[src/rtl/b64lw_pkg.sv]
// shared types, constants and the alphabet lookup for the base64 line-wrapped encoder
package b64lw_pkg;

    localparam int LINE_CHARS_DEF  = 64;
    localparam int QUEUE_DEPTH_DEF = 2;

    localparam logic [7:0] CHAR_PAD     = 8'h3D;
    localparam logic [7:0] CHAR_NEWLINE = 8'h0A;

    typedef enum logic [1:0] {
        GRP_0 = 2'd0,
        GRP_1 = 2'd1,
        GRP_2 = 2'd2
    } grp_pos_t;

    // one input byte worth of characters, slot 0 goes out first
    typedef struct packed {
        logic [3:0][7:0] chars;
        logic [1:0]      last_idx;
        logic            fin;
    } q_entry_t;

    typedef struct packed {
        logic full;
        logic empty;
    } q_status_t;

    function automatic logic [7:0] b64_char(input logic [5:0] v);
        logic [7:0] c;
        begin
            if (v < 6'd26)
            begin
                c = 8'h41 + {2'b00, v};
            end
            else if (v < 6'd52)
            begin
                c = 8'h61 + {2'b00, v - 6'd26};
            end
            else if (v < 6'd62)
            begin
                c = 8'h30 + {2'b00, v - 6'd52};
            end
            else if (v == 6'd62)
            begin
                c = 8'h2B;
            end
            else
            begin
                c = 8'h2F;
            end
            return c;
        end
    endfunction

endpackage

[src/rtl/base64_line_wrapped_encoder.sv]
// base64 encoder with line wrapping: byte stream in, ascii character stream out
// path: with an idle back end, a byte is first written into the queue and its first character
// is then loaded from the queue head into the output register that drives m_tdata
// throughput: one input transfer per cycle while the queue has room; one output
// character per cycle while m_tready is high, set by the single output register;
// a byte gives 1 to 4 characters, plus a line break where the line is full
// reset: rst_n asynchronous active low clears group, line and queue state; no clearing pass
module base64_line_wrapped_encoder
    import b64lw_pkg::*;
#(
    parameter int LINE_CHARS  = LINE_CHARS_DEF,
    parameter int QUEUE_DEPTH = QUEUE_DEPTH_DEF
)
(
    input  logic       clk,
    input  logic       rst_n,
    input  logic       s_tvalid,
    output logic       s_tready,
    input  logic [7:0] s_tdata,   // [7:0] data_byte
    input  logic       s_tlast,   // final_byte
    output logic       m_tvalid,
    input  logic       m_tready,
    output logic [7:0] m_tdata,   // [7:0] out_char
    output logic       m_tlast,   // run_end
    output logic [0:0] m_tuser    // [0] message_end
);

    logic      push, pop;
    q_entry_t  push_entry, head;
    q_status_t q_status;
    logic      msg_end;

    b64lw_front u_front (
        .clk        (clk),
        .rst_n      (rst_n),
        .in_valid   (s_tvalid),
        .in_byte    (s_tdata),
        .in_fin     (s_tlast),
        .q_status   (q_status),
        .in_ready   (s_tready),
        .push       (push),
        .push_entry (push_entry)
    );

    b64lw_queue #(
        .QUEUE_DEPTH (QUEUE_DEPTH)
    ) u_queue (
        .clk        (clk),
        .rst_n      (rst_n),
        .push       (push),
        .push_entry (push_entry),
        .pop        (pop),
        .head       (head),
        .status     (q_status)
    );

    b64lw_back #(
        .LINE_CHARS (LINE_CHARS)
    ) u_back (
        .clk         (clk),
        .rst_n       (rst_n),
        .head        (head),
        .q_status    (q_status),
        .pop         (pop),
        .out_valid   (m_tvalid),
        .out_ready   (m_tready),
        .out_char    (m_tdata),
        .out_run_end (m_tlast),
        .out_msg_end (msg_end)
    );

    assign m_tuser = msg_end;

endmodule

[src/rtl/b64lw_front.sv]
// front end: accepts bytes, tracks the three-byte group and builds the character list
module b64lw_front
    import b64lw_pkg::*;
(
    input  logic      clk,
    input  logic      rst_n,
    input  logic      in_valid,
    input  logic [7:0] in_byte,
    input  logic      in_fin,
    input  q_status_t q_status,
    output logic      in_ready,
    output logic      push,
    output q_entry_t  push_entry
);

    grp_pos_t   pos_reg, pos_next;
    logic [3:0] left_reg, left_next;

    assign in_ready = !q_status.full;
    assign push     = in_valid && !q_status.full;

    // group state
    always_comb
    begin
        pos_next  = pos_reg;
        left_next = left_reg;
        if (push)
        begin
            case (pos_reg)
                GRP_1:
                begin
                    pos_next  = GRP_2;
                    left_next = in_byte[3:0];
                end
                GRP_2:
                begin
                    pos_next  = GRP_0;
                    left_next = 4'd0;
                end
                default:
                begin
                    pos_next  = GRP_1;
                    left_next = {2'b00, in_byte[1:0]};
                end
            endcase
            if (in_fin)
            begin
                pos_next  = GRP_0;
                left_next = 4'd0;
            end
        end
    end

    // character list for this byte
    always_comb
    begin
        push_entry.chars    = {CHAR_PAD, CHAR_PAD, CHAR_PAD, CHAR_PAD};
        push_entry.last_idx = 2'd0;
        push_entry.fin      = in_fin;
        case (pos_reg)
            GRP_1:
            begin
                push_entry.chars[0] = b64_char({left_reg[1:0], in_byte[7:4]});
                push_entry.chars[1] = b64_char({in_byte[3:0], 2'b00});
                push_entry.last_idx = in_fin ? 2'd2 : 2'd0;
            end
            GRP_2:
            begin
                push_entry.chars[0] = b64_char({left_reg, in_byte[7:6]});
                push_entry.chars[1] = b64_char(in_byte[5:0]);
                push_entry.last_idx = 2'd1;
            end
            default:
            begin
                push_entry.chars[0] = b64_char(in_byte[7:2]);
                push_entry.chars[1] = b64_char({in_byte[1:0], 4'b0000});
                push_entry.last_idx = in_fin ? 2'd3 : 2'd0;
            end
        endcase
    end

    always_ff @(posedge clk or negedge rst_n)
    begin
        if (!rst_n)
        begin
            pos_reg  <= GRP_0;
            left_reg <= 4'd0;
        end
        else
        begin
            pos_reg  <= pos_next;
            left_reg <= left_next;
        end
    end

    assert property (@(posedge clk) disable iff (!rst_n)
        push && in_fin |=> pos_reg == GRP_0 && left_reg == 4'd0)
        else $error("group state not cleared after final byte");

endmodule

[src/rtl/b64lw_queue.sv]
// short queue of per-byte character lists between front and back end
module b64lw_queue
    import b64lw_pkg::*;
#(
    parameter int QUEUE_DEPTH = QUEUE_DEPTH_DEF
)
(
    input  logic      clk,
    input  logic      rst_n,
    input  logic      push,
    input  q_entry_t  push_entry,
    input  logic      pop,
    output q_entry_t  head,
    output q_status_t status
);

    localparam int PTR_W = (QUEUE_DEPTH > 1) ? $clog2(QUEUE_DEPTH) : 1;
    localparam int CNT_W = $clog2(QUEUE_DEPTH + 1);

    q_entry_t mem [QUEUE_DEPTH];

    logic [PTR_W-1:0] wr_ptr_reg, wr_ptr_next;
    logic [PTR_W-1:0] rd_ptr_reg, rd_ptr_next;
    logic [CNT_W-1:0] count_reg, count_next;

    function automatic logic [PTR_W-1:0] ptr_inc(input logic [PTR_W-1:0] p);
        logic [PTR_W-1:0] r;
        begin
            if (p == PTR_W'(QUEUE_DEPTH - 1))
            begin
                r = '0;
            end
            else
            begin
                r = p + 1'b1;
            end
            return r;
        end
    endfunction

    assign status.full  = count_reg == CNT_W'(QUEUE_DEPTH);
    assign status.empty = count_reg == '0;
    assign head         = mem[rd_ptr_reg];

    always_comb
    begin
        wr_ptr_next = push ? ptr_inc(wr_ptr_reg) : wr_ptr_reg;
        rd_ptr_next = pop ? ptr_inc(rd_ptr_reg) : rd_ptr_reg;
        count_next  = count_reg;
        if (push && !pop)
        begin
            count_next = count_reg + 1'b1;
        end
        else if (pop && !push)
        begin
            count_next = count_reg - 1'b1;
        end
    end

    always_ff @(posedge clk)
    begin
        if (push)
        begin
            mem[wr_ptr_reg] <= push_entry;
        end
    end

    always_ff @(posedge clk or negedge rst_n)
    begin
        if (!rst_n)
        begin
            wr_ptr_reg <= '0;
            rd_ptr_reg <= '0;
            count_reg  <= '0;
        end
        else
        begin
            wr_ptr_reg <= wr_ptr_next;
            rd_ptr_reg <= rd_ptr_next;
            count_reg  <= count_next;
        end
    end

    assert property (@(posedge clk) disable iff (!rst_n)
        count_reg <= CNT_W'(QUEUE_DEPTH) && !(pop && status.empty))
        else $error("queue overrun or underrun");

endmodule

[src/rtl/b64lw_back.sv]
// back end: walks each character list, inserts line breaks, drives the output register
module b64lw_back
    import b64lw_pkg::*;
#(
    parameter int LINE_CHARS = LINE_CHARS_DEF
)
(
    input  logic       clk,
    input  logic       rst_n,
    input  q_entry_t   head,
    input  q_status_t  q_status,
    output logic       pop,
    output logic       out_valid,
    input  logic       out_ready,
    output logic [7:0] out_char,
    output logic       out_run_end,
    output logic       out_msg_end
);

    localparam int LEN_W = $clog2(LINE_CHARS + 1);

    logic [LEN_W-1:0] col_cnt_reg, col_cnt_next;
    logic [1:0]       idx_reg, idx_next;
    logic             valid_reg, valid_next;
    logic [7:0]       char_reg, char_next;
    logic             run_end_reg, run_end_next;
    logic             msg_end_reg, msg_end_next;

    logic slot_free, wrap, last_char, step;

    assign slot_free = !valid_reg || out_ready;
    assign wrap      = col_cnt_reg >= LEN_W'(LINE_CHARS);
    assign last_char = idx_reg == head.last_idx;
    assign step      = !q_status.empty && slot_free;
    assign pop       = step && !wrap && last_char;

    always_comb
    begin
        col_cnt_next = col_cnt_reg;
        idx_next     = idx_reg;
        valid_next   = valid_reg;
        char_next    = char_reg;
        run_end_next = run_end_reg;
        msg_end_next = msg_end_reg;
        if (step)
        begin
            valid_next = 1'b1;
            if (wrap)
            begin
                // line full: break before the pending character
                char_next    = CHAR_NEWLINE;
                run_end_next = 1'b0;
                msg_end_next = 1'b0;
                col_cnt_next = '0;
            end
            else
            begin
                char_next    = head.chars[idx_reg];
                run_end_next = last_char;
                msg_end_next = last_char && head.fin;
                idx_next     = last_char ? 2'd0 : idx_reg + 1'b1;
                if (last_char && head.fin)
                begin
                    col_cnt_next = '0;
                end
                else
                begin
                    col_cnt_next = col_cnt_reg + 1'b1;
                end
            end
        end
        else if (out_ready)
        begin
            valid_next = 1'b0;
        end
    end

    always_ff @(posedge clk or negedge rst_n)
    begin
        if (!rst_n)
        begin
            col_cnt_reg <= '0;
            idx_reg     <= 2'd0;
            valid_reg   <= 1'b0;
        end
        else
        begin
            col_cnt_reg <= col_cnt_next;
            idx_reg     <= idx_next;
            valid_reg   <= valid_next;
        end
    end

    always_ff @(posedge clk)
    begin
        char_reg    <= char_next;
        run_end_reg <= run_end_next;
        msg_end_reg <= msg_end_next;
    end

    assign out_valid   = valid_reg;
    assign out_char    = char_reg;
    assign out_run_end = run_end_reg;
    assign out_msg_end = msg_end_reg;

    assert property (@(posedge clk) disable iff (!rst_n)
        col_cnt_reg <= LEN_W'(LINE_CHARS))
        else $error("line counter past the line limit");

    assert property (@(posedge clk) disable iff (!rst_n)
        valid_reg && char_reg == CHAR_NEWLINE |-> !run_end_reg && !msg_end_reg)
        else $error("line break marked as end of run");

    assert property (@(posedge clk) disable iff (!rst_n)
        valid_reg && msg_end_reg |-> run_end_reg)
        else $error("message end without run end");

    assert property (@(posedge clk) disable iff (!rst_n)
        pop && head.fin |=> col_cnt_reg == '0 && idx_reg == 2'd0)
        else $error("line state not cleared after message");

endmodule

[config.mk]
export PLATFORM = sky130hd
export DESIGN_NAME = base64_line_wrapped_encoder
export DESIGN_NICKNAME = d
export VERILOG_FILES = /design/src/rtl/b64lw_pkg.sv /design/src/rtl/base64_line_wrapped_encoder.sv /design/src/rtl/b64lw_front.sv /design/src/rtl/b64lw_queue.sv /design/src/rtl/b64lw_back.sv
export SDC_FILE = /design/constraint.sdc
export NUM_CORES = 1
export LEC_CHECK = 0
export ABC_AREA = 1
export CAP_MARGIN = 0
export CORE_MARGIN = 2
export CORE_UTILIZATION = 45
export CTS_BUF_LIST = sky130_fd_sc_hd__clkbuf_16
export DETAILED_ROUTE_END_ITERATION = 12
export DONT_BUFFER_PORTS = 1
export GPL_ROUTABILITY_DRIVEN = 1
export SLEW_MARGIN = 20
export SYNTH_ARGS = -nofsm -noshare
export SYNTH_HDL_FRONTEND = slang
export SYNTH_SLANG_ARGS = --single-unit
[constraint.sdc]
create_clock -name clk -period 4.2 [get_ports clk]
set_clock_uncertainty 0.05 [all_clocks]
set_input_delay 0.42 -clock clk [delete_from_list [all_inputs] [get_ports clk]]
set_output_delay 0.42 -clock clk [all_outputs]
set_load 0.01 [all_outputs]
==> results of run 1 <==
==> report_power, final <==
group          internal [W]  leakage, nW  switching (W)
Sequential          0.00110        0.705       0.000216
Combinational      0.000513         1.70        0.00104
Clock              0.000577        0.163       0.000262
Total               0.00219         2.57        0.00152
==> kinds of logic after synthesis <==
logic type      count (synthesis)  synth area share, %
flops                          68                35.99
fa+ha+maj                      47                10.90
simple gates                  308                25.49
xor+xnor                       37                6.146
buf+inv                       102                8.302
compound gates                116                13.17
==> repair_timing <==
action | CTS | global route
hold buffers | 1 | 0
setup buffers | 0 | 0
endpoints found under the hold margin | 20 | 0
==> path summary, 6_finish.rpt <==
check / start / end / slack [ns]
max: u_front.left_reg[0] / u_queue.mem[1][8] / 1.79
min: s_tlast / u_queue.mem[0][0] / 0.14
max reg2reg: u_front.left_reg[0] / u_queue.mem[1][8] / 1.79
min reg2reg: u_back.col_cnt_reg[5] / u_back.col_cnt_reg[5] / 0.49
max in group asynchronous: rst_n / u_back.col_cnt_reg[6] / 2.92
min in group asynchronous: rst_n / u_back.col_cnt_reg[2] / 0.62
==> synthesized netlist by cell type (all sizes together) (2+ instances only) <==
cell type  instances
nand2            178
inv               82
nor2              61
nand3             53
edfxtp            48
ha                47
o21ai             46
a21oi             37
xor2              28
dfrtp             20
buf               18
o211ai            10
xnor2              9
nor3               7
nand4              5
o221ai             4
o2111ai            3
o22ai              3
or2                3
a211oi             2
a31oi              2
clkbuf             2
o21bai             2
o31ai              2
o41ai              2
==> layout make-up <==
cell class                 instances  area [µm²]
fill                            1093        5763
multi-input combinational        508        3005
sequential                        68        1942
inverter                          82       310.3
clock buffer                       9       225.2
tap                              143       178.9
clock inverter                     7       115.1
timing repair buffer               3       25.02
==> routing by layer <==
metal / GRT usage (%) / part of all wire, %
met1: 27.88 / 46
met4: 7.805 / 2.1
met5: 0 / 0
met2: 36.77 / 48
met3: 2.550 / 3.7
==> per-stage QoR <==
step	hold slack (ns)	power, W	instances	area, µm²	setup WS [ns]
floorplan	0.07441	0.002498	678	5395	2.163
global placement	0.07485	0.002830	803	5451	1.916
detailed placement	0.07483	0.002859	803	5451	1.832
CTS	0.1290	0.003714	820	5802	1.804
global route	0.1259	0.003981	820	5802	1.530
finish	0.1375	0.003711	820	5802	1.791
==> metrics.txt, run 1 <==
Synth Register Bits 68; CTS clk-pin slew, worst paths about 0.05 ns; crit-path max FO 12; routed wire length 13430 µm; final core utilization 50.17%; # rows 39; drt drc 0; layout overhead on the synthesized area 7.537%; gpl congestion 0.9396; Synth Instances 678; grt ovf 0; post-synth top area share 26.72%; area leader, netlist edfxtp_1; drt pass-1 iters 5; fmax 415.1 MHz; post-synth cell types 44; CP dominant cell by count nand2_1; Final #Nets ~730; maximum root-to-sink buffer count 2; Post-Syn Area 5395 µm²; Synth Flop Type edfxtp_1; max_cap viols 0; die width 113.5 µm; P_leak 2.573 nW; Root Driver clkbuf_16; crit path kind flip-flop to flip-flop; Pwr per Cell Area 639.7 nW/µm²; Final Hold Fails 0; clk sink count 68; unrepaired setup endpoints after global routing false; CP max stage cell dfrtp_1; Via Count 4483; Ports 25; Peak VDD IR 0.2455 mV; Synth area leaders edfxtp_1, nand2_1, ha_1; Largest register FFs 38; largest net degree at the start of global routing 21; CTS buffer count 9; Vias per Instance around 5.5; hold path depth 0; Tightest Pin Transition about 0.90 ns; Critical Path RT 4.31 ns; critical path endpoint category flip-flop; Critical Path Source Type flip-flop; warning count from the yosys run 0; post-DP HPWL 10280 µm; Critical Path Max Stage Delay approximately 0.67 ns; Synth Net Count 738; share of cells above drive strength 1 11.67%; vias in the first global route 4361; register area share after synthesis between 30% and 40%; DR WL/cell approximately 16 µm; CP bufs+invs 2; syn_area_per_cell between 7 and 8 µm²; most frequent cells in the layout nand2_1, inv_1, nand3_1; Post-synth EDFFs 48; Starting Density 46.65%; CP arrival 2.52 ns; Top delay family on crit path flip-flops; initial antenna violation count 0; H-tree lvl count 3; first-pass GRT wire length between 20000 and 25000 µm; Worst Reg2Reg Path Length in Cells 11; pins over their slew limit 0; ANT cells 0; Slew Limit Headroom 39.52%; CP Depth 11; Die Height 113.5 µm; die area 12880 µm²; Core Box Area between 10000 and 15000 µm²; Async SR Flop Fraction 29.41%; fin crit period roughly 2.4 ns; setup tns final 0 ns; Skew-Pair Late Insertion Delay 0.33 ns; drt initial violations ~320; CTS-repair resized insts 0; worst path cell trace inv_1, ha_1, xor2_1, ha_1, nand2_1, nand2_1, nand2_1, inv_1, nand2_1, nand2_1, a21oi_1; commonest non-fill, non-tap cell in the layout nand2_1; # setup viols final 0; PortBufs 0; outcome finished clean; CTS tree done; Hold/Removal Path Class primary input to flip-flop; total track usage 21.40%; post-route ant nets 0; fin crit share 57.36%
No activity file was read; power rests on OpenSTA's default activity.
==> inputs of run 2 (changes only) <==
clock period = 2.1 ns   (was 4.2 ns; I/O delays follow)
==> metrics.txt, run 2 (same netlist as run 1, synthesis figures left out) <==
outcome finished clean; maximum root-to-sink buffer count 2 (unchanged); Slew Limit Headroom 35.15% (-4.4 points); gpl congestion 0.9066 (-3.5%); CP max stage cell dfrtp_2; total track usage 22.39% (+0.99 points); DR WL/cell 16.63 µm (+1.5%); H-tree lvl count 3 (unchanged); drt drc 0 (unchanged); grt ovf 0 (unchanged); die width 113.5 µm (unchanged); CP dominant cell by count nand2_1; Critical Path RT 2.13 ns (-2.18 ns); ANT cells 0 (unchanged); hold path depth 3 (+3); Tightest Pin Transition 0.9696 ns (+0.06534 ns); Via Count 4582 (+2.2%); most frequent cells in the layout nand2_1, inv_1, nand3_1; non-filler instance count after layout 839 (+2.3%); commonest non-fill, non-tap cell in the layout nand2_1; Ports 25 (unchanged); # rows 39 (unchanged); routing usage on met3 3.188% (+0.64 points); pins over their slew limit 0 (unchanged); Final #Nets 751 (+2.6%); share of cells above drive strength 1 17.39% (+5.7 points); P_leak 2.653 nW (+3.1%); routed wire length 13950 µm (+3.9%); Largest register FFs 38 (unchanged); Die Height 113.5 µm (unchanged); crit path kind flip-flop to flip-flop; met2 Use GR 36.89% (+0.12 points); drt pass-1 iters 5 (unchanged); CTS clk-pin slew, worst paths 0.06 ns (about the same); fmax 500.2 MHz (+21%); CTS tree done; Top Usage Layer GRT met2; CP Depth 11 (unchanged); post-route ant nets 0 (unchanged); CTS buffer count 9 (unchanged); CP arrival 2.03 ns (-0.49 ns); Post-DP Area 5572 µm² (+2.2%); Worst Reg2Reg Path Length in Cells 11 (unchanged); PortBufs 0 (unchanged); unrepaired setup endpoints after global routing true; # setup viols final 0 (unchanged); met1 usage 29.80% (+1.9 points); fin crit period 1.999 ns (-0.4100 ns); first-pass GRT wire length 22480 µm (+3.0%); layout overhead on the synthesized area 12.41%; clk sink count 68 (unchanged); Tot Pwr 0.007750 W (+110%); Pwr per Cell Area 1278 nW/µm² (+100%); Critical Path Max Stage Delay 0.50 ns (-0.17 ns); drt initial violations 324 (+2.2%); crit-path max FO 7 (-5); post-DP HPWL 10670 µm (+3.8%); Core Box Area 11560 µm² (unchanged); Top delay family on crit path flip-flops; largest net degree at the start of global routing 21 (unchanged); Root Driver clkbuf_16; Peak VDD IR 0.4212 mV (+72%); Hold/Removal Path Class primary input to flip-flop; Vias per Instance 5.461 (-0.11%); vias in the first global route 4463 (+2.3%); max_cap viols 0 (unchanged); Critical Path Source Type flip-flop; initial antenna violation count 0 (unchanged); Placed Cells 819 (+2.0%); critical path endpoint category flip-flop; Skew-Pair Late Insertion Delay 0.33 ns (about the same); Final Hold Fails 0 (unchanged); final core utilization 52.44% (+2.3 points); WHS 0.008585 ns (-0.1289 ns); worst path cell trace ha_4, a21oi_4, xor2_1, ha_2, nor2_2, a21oi_1, nand2_1, nand2_1, nand2_1, nand2_2, nand2_2; CP bufs+invs 0 (-2); fin crit share 95.20% (+38 points); Finished Cell Area 6065 µm² (+4.5%); die area 12880 µm² (unchanged); Starting Density 46.65% (unchanged)
==> run 2: changes by cell type in the layout (fill, tap and decap cells not counted), moves of 3 or more <==
cell	delta
a21oi_1	-4
buf_4	+17
ha_1	-8
ha_2	+3
ha_4	+5
nand2_1	-6
nand2_2	+6
==> run 2: worst reg2reg max path, delay by kind of cell (launching register included) <==
family / cells / cell delay (ns)
flip-flops: 1 / 0.50
adder cells (fa/ha/maj): 2 / 0.39
AND/OR/NAND/NOR: 6 / 0.34
AO/OA/AOI/OAI: 2 / 0.26
XOR/XNOR: 1 / 0.18
==> run 2: path summary, 6_finish.rpt <==
| path | end | slack, ns | startpoint |
|---|---|---|---|
| max | u_queue.mem[1][9] | 0.10 | u_front.left_reg[0] |
| min | u_back.out_valid | 0.009 | m_tready |
| max reg2reg | u_queue.mem[1][9] | 0.10 | u_front.left_reg[0] |
| min reg2reg | u_queue.count_reg[1] | 0.46 | u_queue.count_reg[1] |
| max in group asynchronous | u_front.left_reg[0] | 0.92 | rst_n |
| min in group asynchronous | u_back.out_valid | 0.43 | rst_n |
==> run 2: layer usage <==
layer,vias up,routed length (µm)
li1,2282,-
met1,2171,6531
met2,104,6708
met3,25,424
met4,0,289
met5,-,0
==> run 2: stage by stage <==
| stage | setup TNS [ns] | setup WS, ns |
|---|---|---|
| final | 0 | 0.1008 |
| after global routing | -0.04646 | -0.01531 |
| after CTS | 0 | 0.07362 |
| after detailed placement | -0.05623 | -0.02811 |
| after global placement | -0.06259 | -0.03130 |
| after floorplan | 0 | 0.06319 |
==> run 2: report_power, final <==
group,leakage [nW],switching (W),internal (W)
Clock,0.152,0.000565,0.00104
Sequential,0.704,0.000328,0.00220
Combinational,1.80,0.00231,0.00130
Total,2.65,0.00321,0.00454
==> run 2: layout make-up <==
type                            instances  area (µm²)
Fill cell                            1088        5500
Multi-Input combinational cell        508        3131
Sequential cell                        68        1943
Inverter                               82       315.3
Clock buffer                            9       225.2
Tap cell                              143       178.9
Timing Repair Buffer                   22       173.9
Clock inverter                          7       97.59
==> run 2: repair_timing <==
action | in CTS | in global routing
hold buffers | 2 | 0
hold endpoints to repair | 24 | 0
pin swaps | 0 | 14
endpoints found under the setup margin | 2 | 11
resized for setup | 2 | 31
buffers inserted | 0 | 2
==> inputs of run 3 (changes only) <==
CORE_UTILIZATION = 59   (was 45)
PLACE_DENSITY = 0.78   (was unset)
RECOVER_POWER = 100   (was unset)
==> metrics.txt, run 3 (same netlist as run 1, synthesis figures left out) <==
outcome complete, but fails checks; failing checks negative hold slack; WHS -0.006871 ns (-0.01546 ns); Critical Path RT 2.10 ns (-0.03 ns); # rows 34 (-13%); Tightest Pin Transition 0.8992 ns (-0.07032 ns); layout overhead on the synthesized area 9.740%; DR WL/cell 16.55 µm (-0.47%); Pwr per Cell Area 1283 nW/µm² (+0.43%); Core Box Area 8806 µm² (-24%); drt drc 0 (unchanged); Final Hold Fails 1 (+1); Peak VDD IR 0.6087 mV (+45%); fin crit period 2.090 ns (+0.09131 ns); critical path endpoint category flip-flop; CP bufs+invs 0 (unchanged); Hold/Removal Path Class primary input to flip-flop; drt pass-1 iters 5 (unchanged); share of cells above drive strength 1 14.74% (-2.6 points); # setup viols final 0 (unchanged); fmax 478.4 MHz (-4.4%); post-route ant nets 0 (unchanged); Finished Cell Area 5921 µm² (-2.4%); first-pass GRT wire length 21780 µm (-3.1%); CTS buffer count 9 (unchanged); Largest register FFs 38 (unchanged); ANT cells 0 (unchanged); crit path kind flip-flop to flip-flop; grt ovf 0 (unchanged); Critical Path Max Stage Delay 0.48 ns (-0.02 ns); fin crit share 99.55% (+4.3 points); non-filler instance count after layout 807 (-3.8%); routed wire length 13360 µm (-4.3%); crit-path max FO 7 (unchanged); initial antenna violation count 0 (unchanged); Via Count 4664 (+1.8%); drt initial violations 381 (+18%); CTS clk-pin slew, worst paths 0.05 ns (about the same); Post-DP Area 5528 µm² (-0.79%); worst path cell trace ha_1, a21oi_2, xor2_1, ha_1, nor2_1, a21oi_1, nand2_1, nand2_1, nand2_1, nand2_1, nand2_1; gpl congestion 0.9813 (+8.2%); P_leak 2.647 nW (-0.22%); total track usage 27.71% (+5.3 points); PortBufs 0 (unchanged); Critical Path Source Type flip-flop; Root Driver clkbuf_16; Top delay family on crit path flip-flops; largest net degree at the start of global routing 21 (unchanged); die width 99.63 µm (-12%); Slew Limit Headroom 39.85% (+4.7 points); Die Height 99.63 µm (-12%); max_cap viols 0 (unchanged); clk sink count 68 (unchanged); pins over their slew limit 0 (unchanged); Ports 25 (unchanged); CP arrival 2.09 ns (+0.06 ns); CP dominant cell by count nand2_1; CP max stage cell dfrtp_2; maximum root-to-sink buffer count 2 (unchanged); most frequent cells in the layout nand2_1, inv_1, nand3_1; Tot Pwr 0.007598 W (-2.0%); vias in the first global route 4583 (+2.7%); post-DP HPWL 9906 µm (-7.2%); H-tree lvl count 3 (unchanged); CTS tree done; Vias per Instance 5.779 (+5.8%); die area 9925 µm² (-23%); Starting Density 61.27% (+15 points); Skew-Pair Late Insertion Delay 0.33 ns (about the same); setup tns final 0 ns (unchanged); commonest non-fill, non-tap cell in the layout nand2_1; Final #Nets 754 (+0.40%); Placed Cells 784 (-4.3%)
run 3: changes by cell type in the layout (fill, tap and decap cells not counted), sizes merged:
| cell | before | now |
|---|---|---|
| buf | 20 | 17 |
| clkinv | 1 | 5 |
| inv | 84 | 82 |
| clkbuf | 9 | 15 |
| clkinvlp | 2 | 0 |
run 3: area by class of cell:
cell class / instances / area, µm²
Clock buffer: 9 / 225.2
Clock inverter: 7 / 81.33
Sequential cell: 68 / 1944
Timing Repair Buffer: 25 / 180.2
Tap cell: 108 / 135.1
Multi-Input combinational cell: 508 / 3039
Fill cell: 735 / 2885
Inverter: 82 / 315.3
run 3: path summary, 6_finish.rpt:
check	slack, ns	startpoint	cells after the start	end
max	0.01	u_front.left_reg[0]	11	u_queue.mem[0][9]
min	-0.007	m_tready	3	u_back.out_valid
max reg2reg	0.01	u_front.left_reg[0]	11	u_queue.mem[0][9]
min reg2reg	0.45	u_queue.count_reg[1]	1	u_queue.count_reg[1]
max in group asynchronous	0.98	rst_n	1	u_front.left_reg[1]
min in group asynchronous	0.41	rst_n	1	u_back.col_cnt_reg[3]
run 3: repair_timing:
item                                   in CTS  in global routing
resized for setup                           1                 18
pin swaps                                   0                  2
setup endpoints to repair                   4                 13
buffers inserted                            0                  5
endpoints found under the hold margin      24                  0
hold buffers                                2                  0
run 3: through the flow:
stage | setup WS (ns) | util, %
floorplan | 0.06319 | -
global placement | 0.02382 | 62.77
detailed placement | -0.02205 | 62.77
CTS | 0.006249 | 66.50
global route | -0.08665 | 67.24
finish | 0.009522 | 67.24
run 3: worst reg2reg max path, cell delays in order (launching register included):
cell,delay (ns)
dfrtp_2,0.48
ha_1,0.24
a21oi_2,0.12
xor2_1,0.21
ha_1,0.19
nor2_1,0.06
a21oi_1,0.11
nand2_1,0.07
nand2_1,0.08
nand2_1,0.05
nand2_1,0.06
nand2_1,0.10
run 3: metal layers:
| metal | part of all wire (%) | track usage (%) | up-vias |
|---|---|---|---|
| li1 | - | - | 2289 |
| met4 | 2.9 | 11.38 | 0 |
| met1 | 44 | 35.39 | 2178 |
| met2 | 49 | 47.19 | 162 |
| met3 | 4.6 | 4.076 | 35 |
| met5 | 0 | 0 | - |
run 3: report_power, final:
part           internal (W)  leakage, nW  switching, W
Sequential          0.00221        0.702      0.000324
Clock               0.00102        0.152      0.000522
Combinational       0.00123         1.79       0.00229
